--- src/ppid_pkg.sv ---
// ----------------------------------------------------------------------------
// ppid_pkg
// Shared types and constants for the position PID with feedforward:
// register map, register reset values and the configuration bundle.
// ----------------------------------------------------------------------------
`default_nettype none

package ppid_pkg;

    // Fixed register widths
    localparam int GAIN_W      = 16;
    localparam int LIMIT_W     = 15;
    localparam int CFG_DATA_W  = 16;
    localparam int CFG_INDEX_W = 3;

    // Register map
    typedef enum logic [CFG_INDEX_W-1:0] {
        REG_KP   = 3'd0,
        REG_KI   = 3'd1,
        REG_KD   = 3'd2,
        REG_KFF  = 3'd3,
        REG_ILIM = 3'd4,
        REG_OLIM = 3'd5,
        REG_BAND = 3'd6
    } cfg_reg_t;

    // Reset values
    localparam logic signed [GAIN_W-1:0] KP_RST   = 16'sd3072;
    localparam logic signed [GAIN_W-1:0] KI_RST   = 16'sd97;
    localparam logic signed [GAIN_W-1:0] KD_RST   = 16'sd845;
    localparam logic signed [GAIN_W-1:0] KFF_RST  = 16'sd0;
    localparam logic [LIMIT_W-1:0]       ILIM_RST = 15'd50;
    localparam logic [LIMIT_W-1:0]       OLIM_RST = 15'd600;
    localparam logic [LIMIT_W-1:0]       BAND_RST = 15'd30;

    // Configuration bundle seen by the datapath
    typedef struct packed {
        logic signed [GAIN_W-1:0] kp;
        logic signed [GAIN_W-1:0] ki;
        logic signed [GAIN_W-1:0] kd;
        logic signed [GAIN_W-1:0] kff;
        logic [LIMIT_W-1:0]       ilim;
        logic [LIMIT_W-1:0]       olim;
        logic [LIMIT_W-1:0]       band;
    } cfg_t;

endpackage

`default_nettype wire

--- src/ppid_cfg.sv ---
// ----------------------------------------------------------------------------
// ppid_cfg
// Configuration register file: gains, limits and integral reset band.
// ----------------------------------------------------------------------------
`default_nettype none

module ppid_cfg
    import ppid_pkg::*;
(
    input  wire logic                   aclk,
    input  wire logic                   aresetn,
    input  wire logic                   cfg_we,
    input  wire logic [CFG_INDEX_W-1:0] cfg_index,
    input  wire logic [CFG_DATA_W-1:0]  cfg_wdata,
    output cfg_t                        cfg
);

    cfg_t cfg_reg;

    // Register writes; unmapped indexes are dropped
    always_ff @(posedge aclk) begin
        if (!aresetn) begin
            cfg_reg.kp   <= KP_RST;
            cfg_reg.ki   <= KI_RST;
            cfg_reg.kd   <= KD_RST;
            cfg_reg.kff  <= KFF_RST;
            cfg_reg.ilim <= ILIM_RST;
            cfg_reg.olim <= OLIM_RST;
            cfg_reg.band <= BAND_RST;
        end else if (cfg_we) begin
            unique case (cfg_reg_t'(cfg_index))
                REG_KP:   cfg_reg.kp   <= cfg_wdata[GAIN_W-1:0];
                REG_KI:   cfg_reg.ki   <= cfg_wdata[GAIN_W-1:0];
                REG_KD:   cfg_reg.kd   <= cfg_wdata[GAIN_W-1:0];
                REG_KFF:  cfg_reg.kff  <= cfg_wdata[GAIN_W-1:0];
                REG_ILIM: cfg_reg.ilim <= cfg_wdata[LIMIT_W-1:0];
                REG_OLIM: cfg_reg.olim <= cfg_wdata[LIMIT_W-1:0];
                REG_BAND: cfg_reg.band <= cfg_wdata[LIMIT_W-1:0];
                default: ;
            endcase
        end
    end

    assign cfg = cfg_reg;

endmodule

`default_nettype wire

--- src/ppid_state.sv ---
// ----------------------------------------------------------------------------
// ppid_state
// Controller state update on each accepted sample: integral sum with reset
// band and clamp, previous error, and the error delta. Feeds stage 1.
// ----------------------------------------------------------------------------
`default_nettype none

module ppid_state
    import ppid_pkg::*;
#(
    parameter int DATA_WIDTH = 16
) (
    input  wire logic                          aclk,
    input  wire logic                          aresetn,
    input  wire logic                          advance,
    input  wire logic                          in_valid,
    input  wire logic signed [DATA_WIDTH-1:0]  in_error,
    input  wire cfg_t                          cfg,
    output logic                               st_valid,
    output logic signed [DATA_WIDTH-1:0]       st_error,
    output logic signed [DATA_WIDTH:0]         st_delta,
    output logic signed [DATA_WIDTH-1:0]       st_sum
);

    // Compare width: holds error + sum, magnitudes and 15-bit limits
    localparam int CW = (DATA_WIDTH + 2 > LIMIT_W + 2) ? DATA_WIDTH + 2 : LIMIT_W + 2;
    localparam logic signed [CW-1:0] DMAX = {{(CW-DATA_WIDTH+1){1'b0}}, {(DATA_WIDTH-1){1'b1}}};

    logic signed [DATA_WIDTH-1:0] prev_reg;
    logic signed [DATA_WIDTH-1:0] sum_reg;
    logic signed [DATA_WIDTH-1:0] sum_next;
    logic signed [DATA_WIDTH:0]   delta_next;

    logic                         valid_reg;
    logic signed [DATA_WIDTH-1:0] error_reg;
    logic signed [DATA_WIDTH:0]   delta_reg;
    logic signed [DATA_WIDTH-1:0] sum1_reg;

    logic signed [CW-1:0] e_ext;
    logic signed [CW-1:0] sum_ext;
    logic signed [CW-1:0] prev_ext;
    logic signed [CW-1:0] mag;
    logic signed [CW-1:0] band_ext;
    logic signed [CW-1:0] ilim_ext;
    logic signed [CW-1:0] acc;
    logic signed [CW-1:0] diff;
    logic                 accept;

    assign accept   = advance && in_valid;
    assign e_ext    = {{(CW-DATA_WIDTH){in_error[DATA_WIDTH-1]}}, in_error};
    assign sum_ext  = {{(CW-DATA_WIDTH){sum_reg[DATA_WIDTH-1]}}, sum_reg};
    assign prev_ext = {{(CW-DATA_WIDTH){prev_reg[DATA_WIDTH-1]}}, prev_reg};
    assign band_ext = {{(CW-LIMIT_W){1'b0}}, cfg.band};
    assign ilim_ext = {{(CW-LIMIT_W){1'b0}}, cfg.ilim};
    assign mag      = e_ext[CW-1] ? -e_ext : e_ext;

    // Integral: accumulate, clear outside band, clamp to limit and data range
    always_comb begin
        acc = e_ext + sum_ext;
        if (mag > band_ext) begin
            acc = '0;
        end
        if (acc > ilim_ext) begin
            acc = ilim_ext;
        end else if (acc < -ilim_ext) begin
            acc = -ilim_ext;
        end
        if (acc > DMAX) begin
            acc = DMAX;
        end else if (acc < -DMAX) begin
            acc = -DMAX;
        end
        sum_next = acc[DATA_WIDTH-1:0];
    end

    // Error change against the previous sample
    assign diff       = e_ext - prev_ext;
    assign delta_next = diff[DATA_WIDTH:0];

    // Controller state, updated only on an accepted transaction
    always_ff @(posedge aclk) begin
        if (!aresetn) begin
            prev_reg <= '0;
            sum_reg  <= '0;
        end else if (accept) begin
            prev_reg <= in_error;
            sum_reg  <= sum_next;
        end
    end

    // Stage 1 register
    always_ff @(posedge aclk) begin
        if (!aresetn) begin
            valid_reg <= 1'b0;
        end else if (advance) begin
            valid_reg <= in_valid;
        end
    end

    always_ff @(posedge aclk) begin
        if (advance) begin
            error_reg <= in_error;
            delta_reg <= delta_next;
            sum1_reg  <= sum_next;
        end
    end

    assign st_valid = valid_reg;
    assign st_error = error_reg;
    assign st_delta = delta_reg;
    assign st_sum   = sum1_reg;

endmodule

`default_nettype wire

--- src/ppid_datapath.sv ---
// ----------------------------------------------------------------------------
// ppid_datapath
// Gain products, feedforward truncation, term sum, Q-format truncation
// toward zero and output clamp, over three register stages.
// ----------------------------------------------------------------------------
`default_nettype none

module ppid_datapath
    import ppid_pkg::*;
#(
    parameter int DATA_WIDTH     = 16,
    parameter int GAIN_FRAC_BITS = 8
) (
    input  wire logic                          aclk,
    input  wire logic                          aresetn,
    input  wire logic                          advance,
    input  wire cfg_t                          cfg,
    input  wire logic                          in_valid,
    input  wire logic signed [DATA_WIDTH-1:0]  in_error,
    input  wire logic signed [DATA_WIDTH:0]    in_delta,
    input  wire logic signed [DATA_WIDTH-1:0]  in_sum,
    output logic                               out_valid,
    output logic [DATA_WIDTH-1:0]              out_drive
);

    localparam int PW = GAIN_W + DATA_WIDTH + 1;  // product width
    localparam int TW = PW + 2;                   // four-term sum width
    localparam logic signed [TW-1:0] DMAX = {{(TW-DATA_WIDTH+1){1'b0}}, {(DATA_WIDTH-1){1'b1}}};

    // Stage 2: products
    logic                 v2_reg;
    logic signed [PW-1:0] p_kp_reg;
    logic signed [PW-1:0] p_ki_reg;
    logic signed [PW-1:0] p_kd_reg;
    logic signed [PW-1:0] p_ff_reg;
    logic signed [PW-1:0] p_kp_next;
    logic signed [PW-1:0] p_ki_next;
    logic signed [PW-1:0] p_kd_next;
    logic signed [PW-1:0] p_ff_next;

    assign p_kp_next = $signed(cfg.kp)  * in_error;
    assign p_ki_next = $signed(cfg.ki)  * in_sum;
    assign p_kd_next = $signed(cfg.kd)  * in_delta;
    assign p_ff_next = $signed(cfg.kff) * in_delta;

    always_ff @(posedge aclk) begin
        if (!aresetn) begin
            v2_reg <= 1'b0;
        end else if (advance) begin
            v2_reg <= in_valid;
        end
    end

    always_ff @(posedge aclk) begin
        if (advance) begin
            p_kp_reg <= p_kp_next;
            p_ki_reg <= p_ki_next;
            p_kd_reg <= p_kd_next;
            p_ff_reg <= p_ff_next;
        end
    end

    // Stage 3: feedforward truncated toward zero, then the term sum
    logic                 v3_reg;
    logic signed [TW-1:0] total_reg;
    logic signed [TW-1:0] total_next;
    logic signed [PW-1:0] ff_q;
    logic signed [PW-1:0] ff_scaled;

    always_comb begin
        ff_q = p_ff_reg >>> GAIN_FRAC_BITS;
        if (p_ff_reg[PW-1] && (p_ff_reg[GAIN_FRAC_BITS-1:0] != '0)) begin
            ff_q = ff_q + PW'(1);
        end
        ff_scaled = ff_q <<< GAIN_FRAC_BITS;
    end

    assign total_next = {{(TW-PW){ff_scaled[PW-1]}}, ff_scaled}
                      + {{(TW-PW){p_kp_reg[PW-1]}}, p_kp_reg}
                      + {{(TW-PW){p_kd_reg[PW-1]}}, p_kd_reg}
                      + {{(TW-PW){p_ki_reg[PW-1]}}, p_ki_reg};

    always_ff @(posedge aclk) begin
        if (!aresetn) begin
            v3_reg <= 1'b0;
        end else if (advance) begin
            v3_reg <= v2_reg;
        end
    end

    always_ff @(posedge aclk) begin
        if (advance) begin
            total_reg <= total_next;
        end
    end

    // Stage 4: truncate toward zero, clamp to output limit and data range
    logic                         v4_reg;
    logic [DATA_WIDTH-1:0]        drive_reg;
    logic [DATA_WIDTH-1:0]        drive_next;
    logic signed [TW-1:0]         q;
    logic signed [TW-1:0]         olim_ext;

    assign olim_ext = {{(TW-LIMIT_W){1'b0}}, cfg.olim};

    always_comb begin
        q = total_reg >>> GAIN_FRAC_BITS;
        if (total_reg[TW-1] && (total_reg[GAIN_FRAC_BITS-1:0] != '0)) begin
            q = q + TW'(1);
        end
        if (q > olim_ext) begin
            q = olim_ext;
        end else if (q < -olim_ext) begin
            q = -olim_ext;
        end
        if (q > DMAX) begin
            q = DMAX;
        end else if (q < -DMAX) begin
            q = -DMAX;
        end
        drive_next = q[DATA_WIDTH-1:0];
    end

    always_ff @(posedge aclk) begin
        if (!aresetn) begin
            v4_reg <= 1'b0;
        end else if (advance) begin
            v4_reg <= v3_reg;
        end
    end

    always_ff @(posedge aclk) begin
        if (advance) begin
            drive_reg <= drive_next;
        end
    end

    assign out_valid = v4_reg;
    assign out_drive = drive_reg;

endmodule

`default_nettype wire

--- src/position_pid_with_feedforward.sv ---
// m_tvalid rises once an accepted input transaction has passed through the four pipeline registers.
// Throughput: one error sample per cycle while the output is not stalled, set by the four-register pipeline
// (state update, gain products, term sum, truncate and clamp).
// The pipeline advances whenever the output register is empty or taken.
// Reset (aresetn low, synchronous): registers return to their defaults,
// integral sum and previous error clear to zero, pipeline empties.
// ----------------------------------------------------------------------------
// position_pid_with_feedforward
// Position PID controller with feedforward on the error change, integral
// clamp and integral reset band; one drive value per error sample.
// ----------------------------------------------------------------------------
`default_nettype none

module position_pid_with_feedforward
    import ppid_pkg::*;
#(
    parameter int DATA_WIDTH     = 16,
    parameter int GAIN_FRAC_BITS = 8,
    localparam int TDATA_W       = ((DATA_WIDTH + 7) / 8) * 8
) (
    input  wire logic                   aclk,
    input  wire logic                   aresetn,
    // Input stream
    input  wire logic                   s_tvalid,
    output logic                        s_tready,
    input  wire logic [TDATA_W-1:0]     s_tdata,   // [DATA_WIDTH-1:0] error
    // Result stream
    output logic                        m_tvalid,
    input  wire logic                   m_tready,
    output logic [TDATA_W-1:0]          m_tdata,   // [DATA_WIDTH-1:0] drive
    // Configuration write port
    input  wire logic                   cfg_we,
    input  wire logic [CFG_INDEX_W-1:0] cfg_index,
    input  wire logic [CFG_DATA_W-1:0]  cfg_wdata
);

    localparam int CW = (DATA_WIDTH + 2 > LIMIT_W + 2) ? DATA_WIDTH + 2 : LIMIT_W + 2;

    cfg_t                         cfg;
    logic                         advance;
    logic                         st_valid;
    logic signed [DATA_WIDTH-1:0] st_error;
    logic signed [DATA_WIDTH:0]   st_delta;
    logic signed [DATA_WIDTH-1:0] st_sum;
    logic [DATA_WIDTH-1:0]        drive;

    // Whole pipeline moves when the output register can take a value
    assign advance  = !m_tvalid || m_tready;
    assign s_tready = advance;

    ppid_cfg u_cfg (
        .aclk      (aclk),
        .aresetn   (aresetn),
        .cfg_we    (cfg_we),
        .cfg_index (cfg_index),
        .cfg_wdata (cfg_wdata),
        .cfg       (cfg)
    );

    ppid_state #(
        .DATA_WIDTH (DATA_WIDTH)
    ) u_state (
        .aclk     (aclk),
        .aresetn  (aresetn),
        .advance  (advance),
        .in_valid (s_tvalid),
        .in_error (s_tdata[DATA_WIDTH-1:0]),
        .cfg      (cfg),
        .st_valid (st_valid),
        .st_error (st_error),
        .st_delta (st_delta),
        .st_sum   (st_sum)
    );

    ppid_datapath #(
        .DATA_WIDTH     (DATA_WIDTH),
        .GAIN_FRAC_BITS (GAIN_FRAC_BITS)
    ) u_datapath (
        .aclk      (aclk),
        .aresetn   (aresetn),
        .advance   (advance),
        .cfg       (cfg),
        .in_valid  (st_valid),
        .in_error  (st_error),
        .in_delta  (st_delta),
        .in_sum    (st_sum),
        .out_valid (m_tvalid),
        .out_drive (drive)
    );

    assign m_tdata = TDATA_W'(drive);

    // Checks
    logic signed [CW-1:0] drive_ext;
    logic signed [CW-1:0] olim_ext;

    assign drive_ext = {{(CW-DATA_WIDTH){drive[DATA_WIDTH-1]}}, drive};
    assign olim_ext  = {{(CW-LIMIT_W){1'b0}}, cfg.olim};

    // Every delivered drive lies inside the output limit
    assert property (@(posedge aclk) disable iff (!aresetn)
        m_tvalid |-> ((drive_ext <= olim_ext) && (drive_ext >= -olim_ext)))
        else $error("drive outside output limit");

    // A held result blocks new input transactions
    assert property (@(posedge aclk) disable iff (!aresetn)
        (m_tvalid && !m_tready) |-> !s_tready)
        else $error("input accepted while output stalled");

    // Reset empties the pipeline
    assert property (@(posedge aclk)
        !aresetn |=> !m_tvalid)
        else $error("result valid after reset");

endmodule

`default_nettype wire
--- config.mk ---
export PLATFORM = sky130hd
export DESIGN_NAME = position_pid_with_feedforward
export DESIGN_NICKNAME = d
export VERILOG_FILES = /design/src/ppid_pkg.sv /design/src/ppid_cfg.sv /design/src/ppid_state.sv /design/src/ppid_datapath.sv /design/src/position_pid_with_feedforward.sv
export SDC_FILE = /design/constraint.sdc
export NUM_CORES = 2
export LEC_CHECK = 0
export BUFFER_PORTS_ARGS = -buffer_cell sky130_fd_sc_hd__buf_4
export CORE_UTILIZATION = 60
export DETAILED_ROUTE_END_ITERATION = 10
export PLACE_DENSITY = 0.76
export SYNTH_ARGS = -nofsm -noshare
export SYNTH_HDL_FRONTEND = slang
export SYNTH_HIERARCHICAL = 1
export SYNTH_SLANG_ARGS = --single-unit
export TNS_END_PERCENT = 100
--- constraint.sdc ---
create_clock -name aclk -period 10.62 [get_ports aclk]
set_input_delay 0.531 -clock aclk [delete_from_list [all_inputs] [get_ports aclk]]
set_output_delay 0.531 -clock aclk [all_outputs]
set_load 0.05 [all_outputs]
Word-level counts from Yosys, hierarchy flattened:

Cells that the tools add are included.

* register bits after elaboration: 376
* bits of input ports: 40
* output and inout port bits: 18
* word-level logic and storage cells: 79

* add/sub/neg operators: 10
* multipliers: 4
* magnitude comparators: 9
* equality and inequality tests: 6
* mux-type cells: 11
* reduce and logical (&&, ||, !) cells: 16

Operators with widths (number)
* 35-bit 2-to-1 mux: 3
* 18-bit 2-to-1 mux: 4
* 35-bit adder: 2
* 16-bit by 17-bit multiplier with 33-bit output: 2
* 16-bit by 16-bit multiplier with 32-bit output: 2
* 16-bit 2-to-1 mux: 3
* 18-bit by 16-bit > comparator with 1-bit output: 2
* 35-bit by 16-bit > comparator with 1-bit output: 1
* 35-bit by 16-bit > comparator with 1-bit output (second input constant): 1
* 35-bit by 16-bit < comparator with 1-bit output (second input constant): 1
* 35-bit < comparator: 1
* 15-bit negation with 35-bit output: 1
* 33-bit by 32-bit adder with 34-bit output: 1
* 27-bit by 2-bit adder with 28-bit output (second input constant): 1
* 25-bit by 2-bit adder with 25-bit output (second input constant): 1
* 25-bit 2-to-1 mux: 1
* 18-bit by 16-bit > comparator with 1-bit output (second input constant): 1
* 18-bit by 16-bit < comparator with 1-bit output (second input constant): 1
* 18-bit < comparator: 1
* 15-bit negation with 18-bit output: 1
* 16-bit negation with 18-bit output: 1
* 16-bit by 16-bit adder with 17-bit output: 1
* 16-bit by 16-bit subtractor with 17-bit output: 1
* 8-bit nonzero test: 2
* other kinds (9): 20

Longest topological paths before layout:

* depth in word-level cells: 10
* gate-level depth with buffers: 30
* gate-level depth less buffers: 26

Hierarchy:

The synthesis kept the hierarchy.

Modules (own cells, without submodules)
* ppid_datapath: instances 1, cells an instance 5474, area an instance 51924.8 um^2, seq. area each 5495.3 um^2
* ppid_state: instances 1, cells an instance 793, area an instance 6797.8 um^2, seq. area each 2132.0 um^2
* ppid_cfg: instances 1, cells an instance 395, area an instance 4119.0 um^2, seq. area each 2182.1 um^2
* position_pid_with_feedforward: instances 1, cells an instance 1, area an instance 6.3 um^2, seq. area each 0.0 um^2

Least setup slack after synthesis:

No wires, ideal clock.

* path type: in2reg
* start: input port m_tready
* end: register u_state.sum_reg[10]
* library setup time: 0.123 ns
* arrival: 7.972 ns
* required time: 10.497 ns
* slack: 2.525 ns
* stages: 6
* path buffers: 1
* cell sequence: nand2b_1 nand2_1 and2_1 clkbuf_1 nand2_1 o21ai_2

* word-level cells in the longest chain between the ends: 2

RTL lines
* start, declared: line position_pid_with_feedforward.sv:29 `input wire logic m_tready,`
* 1-bit logical OR: line position_pid_with_feedforward.sv:48 `assign advance = !m_tvalid || m_tready;`
* 1-bit logical AND: line ppid_state.sv:49 `assign accept = advance && in_valid;`
* end signal, assigned: line ppid_state.sv:87 `sum_reg <= sum_next;`
* end, declared: line ppid_state.sv:30 `logic signed [DATA_WIDTH-1:0] sum_reg;`

No other way between the ends.
A chain may end at the register's enable or synchronous reset.

Worst setup path in the final report:

* start: register u_cfg.cfg_reg, in the netlist u_cfg/cfg[51]
* end: register u_datapath.p_ff_reg[30] (data pin)

* word-level cells in the longest chain between the ends: 1

RTL lines
* start, declared: line ppid_cfg.sv:18 `cfg_t cfg_reg;`
* 16-bit by 17-bit multiplier with 33-bit output: line ppid_datapath.sv:44 `assign p_ff_next = $signed(cfg.kff) * in_delta;`
* named net u_datapath.p_ff_next[30]: line ppid_datapath.sv:39 `logic signed [PW-1:0] p_ff_next;`
* end signal, assigned: line ppid_datapath.sv:59 `p_ff_reg <= p_ff_next;`
* end, declared: line ppid_datapath.sv:35 `logic signed [PW-1:0] p_ff_reg;`

The timed path passes the listed nets, and every way through them passes these cells.

==> impl_metrics.ini <==
[setup_path]
cp-start-kind = register
crit_family = adder cells
required_ns = 10.99
worstPathArrival_ns = 7.86
worstSetupEndpointType = register
crit_type = register to register
crit_chain = nand2_1 -> fa_1 -> inv_1 -> fa_1 -> fa_1 -> fa_1 -> inv_1 -> fa_1 -> inv_1 -> fa_1 -> ha_1 -> and3_1 -> and3_1 -> o211ai_1 -> a21oi_1 -> o21bai_1 -> a211oi_1 -> o21a_1 -> a21oi_1 -> o21ai_0 -> xor2_1
cp_common_cell = fa_1
path_max_fanout = 18
cp_slowest_cell = dfxtp_1
path_buf_inv = 3
max_stage_delay_ns = 0.95

[logic_synthesis]
syn_area_um2 = 62800
synth_edf_count = 230
async_reset_ff_share_pct = 0
synth_warnings = 6
seq_area_frac_synth_pct = 15.6
synth_area_leaders = fa_1 (36%), edfxtp_1 (11%), ha_1 (9.9%)
syn_area_per_cell_um2 = 9.43
ys_types = 105
synth_nets = 8336
synth_top_area_cell = fa_1
ys_ff_latch = 375
netlist.area_leader.share_pct = 36.2
ys.flop_type = edfxtp_1
synthCells = 6663

[finish]
drive_above_1_share_pct = 3.64
nNetsFinal = 8227
n_fill_cell = 8506
final_cell_mix = inv_1 (1,359), fa_1 (1,138), nand2_1 (885)
final_cell_area_um2 = 65900
final_core_util_pct = 63.6
final_common_cell = inv_1
syn2layout_area_growth_pct = 4.86
largest_reg_flops = 109

[clocking]
cts.path.max_buffers = 3
cts_hold_buffers = 0
cts_buffers = 47
htree_num_levels = 2
clk_latency_ns = 0.67
clk_pin_slew_ns = 0.06
root_buffer = clkbuf_16
post_cts_resize_count = 0
post-cts-setup-buffer-count = 0
clock-sinks = 375
cts_tree = done

[global_route]
grt_max_degree = 136
first_global_vias = 48300
grt_usage_pct = 32.8
overflow = 0
grt_pass1_wl_um = 268000
antenna_found_initial = 10

[drt]
drt_iter0_drc = 3725
dr.pass1.iters = 7
drt-total-wl_um = 168000
drc_errors = 0
vias = 46200
wire_per_inst_um = 21.1
via_per_inst = 5.79
ant_nets = 0

[outcome]
status = completed

[timing]
relSlewSlack_pct = 22.4
finClkSkew_ns = 0.0518
worst_slack_ns = 3.13
min_period_over_period_pct = 70.5
hold_violations = 0
slew_viol_final = 0
grt_setup_unrepaired = no
fin_crit_ns = 7.49
tightest_slew_ns = 1.15
setup_tns_ns = 0
fmax_mhz = 133
setup_viol = 0

[die]
core_um2 = 104000
die_h_um = 326
die_w_um = 326
dieArea_um2 = 106000
placementRows = 118
io_pins = 58
start_util_pct = 60.6

[placement]
dp_slack_ns = 3.03
io_buffers = 57
gp_congestion = 0.983
dp_hpwl_um = 134000
dpl-instance-area_um2 = 64300

[run]
maxCapViolations = 0

[pwr]
leakage_nw = 31.2
irDropWorstVdd_uv = 739
finalPower_w = 0.0217
p_per_area_nw_per_um2 = 330

[hold_path]
hp-class = primary input to register
## cell usage after synthesis (60+ instances only)
cell      count
nor2_1      195
xor2_1       74
nand3_1      69
mux2i_1     120
and2_1      414
nor3_1       60
dfxtp_1     145
a21oi_1     153
ha_1        495
edfxtp_1    230
clkbuf_1    212
a21o_1       63
o21ai_0     122
nand2_1     885
xnor2_1     198
inv_1      1359
nand2b_1     89
fa_1       1138
## worst register-to-register path: stages (launching register included)
cell and delay (ns):
dfxtp_1 0.95, nand2_1 0.20, fa_1 0.57, inv_1 0.05, fa_1 0.56, fa_1 0.44
fa_1 0.51, inv_1 0.06, fa_1 0.52, inv_1 0.05, fa_1 0.47, ha_1 0.38
and3_1 0.23, and3_1 0.17, o211ai_1 0.14, a21oi_1 0.28, o21bai_1 0.19, a211oi_1 0.53
o21a_1 0.21, a21oi_1 0.06, o21ai_0 0.19, xor2_1 0.44
## power by group
part	total, W	internal [W]	switching, W
logic	0.0166	0.00675	0.00987
registers	0.00343	0.00280	0.000626
clock network	0.00169	0.000954	0.000733
## through the flow
step | std cells | hold WS (ns)
final | 7979 | 0.113
after global routing | 7978 | 0.109
after CTS | 7973 | 0.0888
after detailed placement | 7885 | 0.458
after global placement | 7885 | 0.449
after floorplan | 6663 | 0.429
## worst paths after layout
kind,slack (ns),start,endpoint,depth (start not counted)
max,3.13,u_cfg/cfg[51],u_datapath/p_ff_reg[30],21
min reg2reg,0.46,u_state/prev_reg[14],u_state/prev_reg[14],2
min,0.11,s_tdata[0],u_state/st_error[0],1
max reg2reg,3.13,u_cfg/cfg[51],u_datapath/p_ff_reg[30],21
## cell type report
cell class                 count  area (µm²)  area share (%)
clock inverter                27         279           0.423
tap                         1380        1730            2.62
sequential                   375        9810            14.9
clock buffer                  61        1330            2.02
timing repair buffer          91         696            1.06
antenna                        6        15.0          0.0228
multi-input combinational   4677       46900            71.2
inverter                    1362        5110            7.76
## cell families after synthesis
logic type | share of synthesized area (%)
flip-flops | 15.6
adder cells (fa/ha/maj) | 46.2
AND/OR/NAND/NOR | 15.5
AO/OA/AOI/OAI | 7.27
XOR/XNOR | 3.79
multiplexers | 1.96
buffers and inverters | 9.76
## layer usage
layer  vias to the layer above  routed length, µm  GRT usage [%]
met3                       417              12200           4.94
met1                     23300              65600           42.0
li1                      20600                  -              -
met4                         0              10700           17.9
met5                         -                  0              0
met2                      1866              79800           53.8
Power figures use the tool's default switching activity.
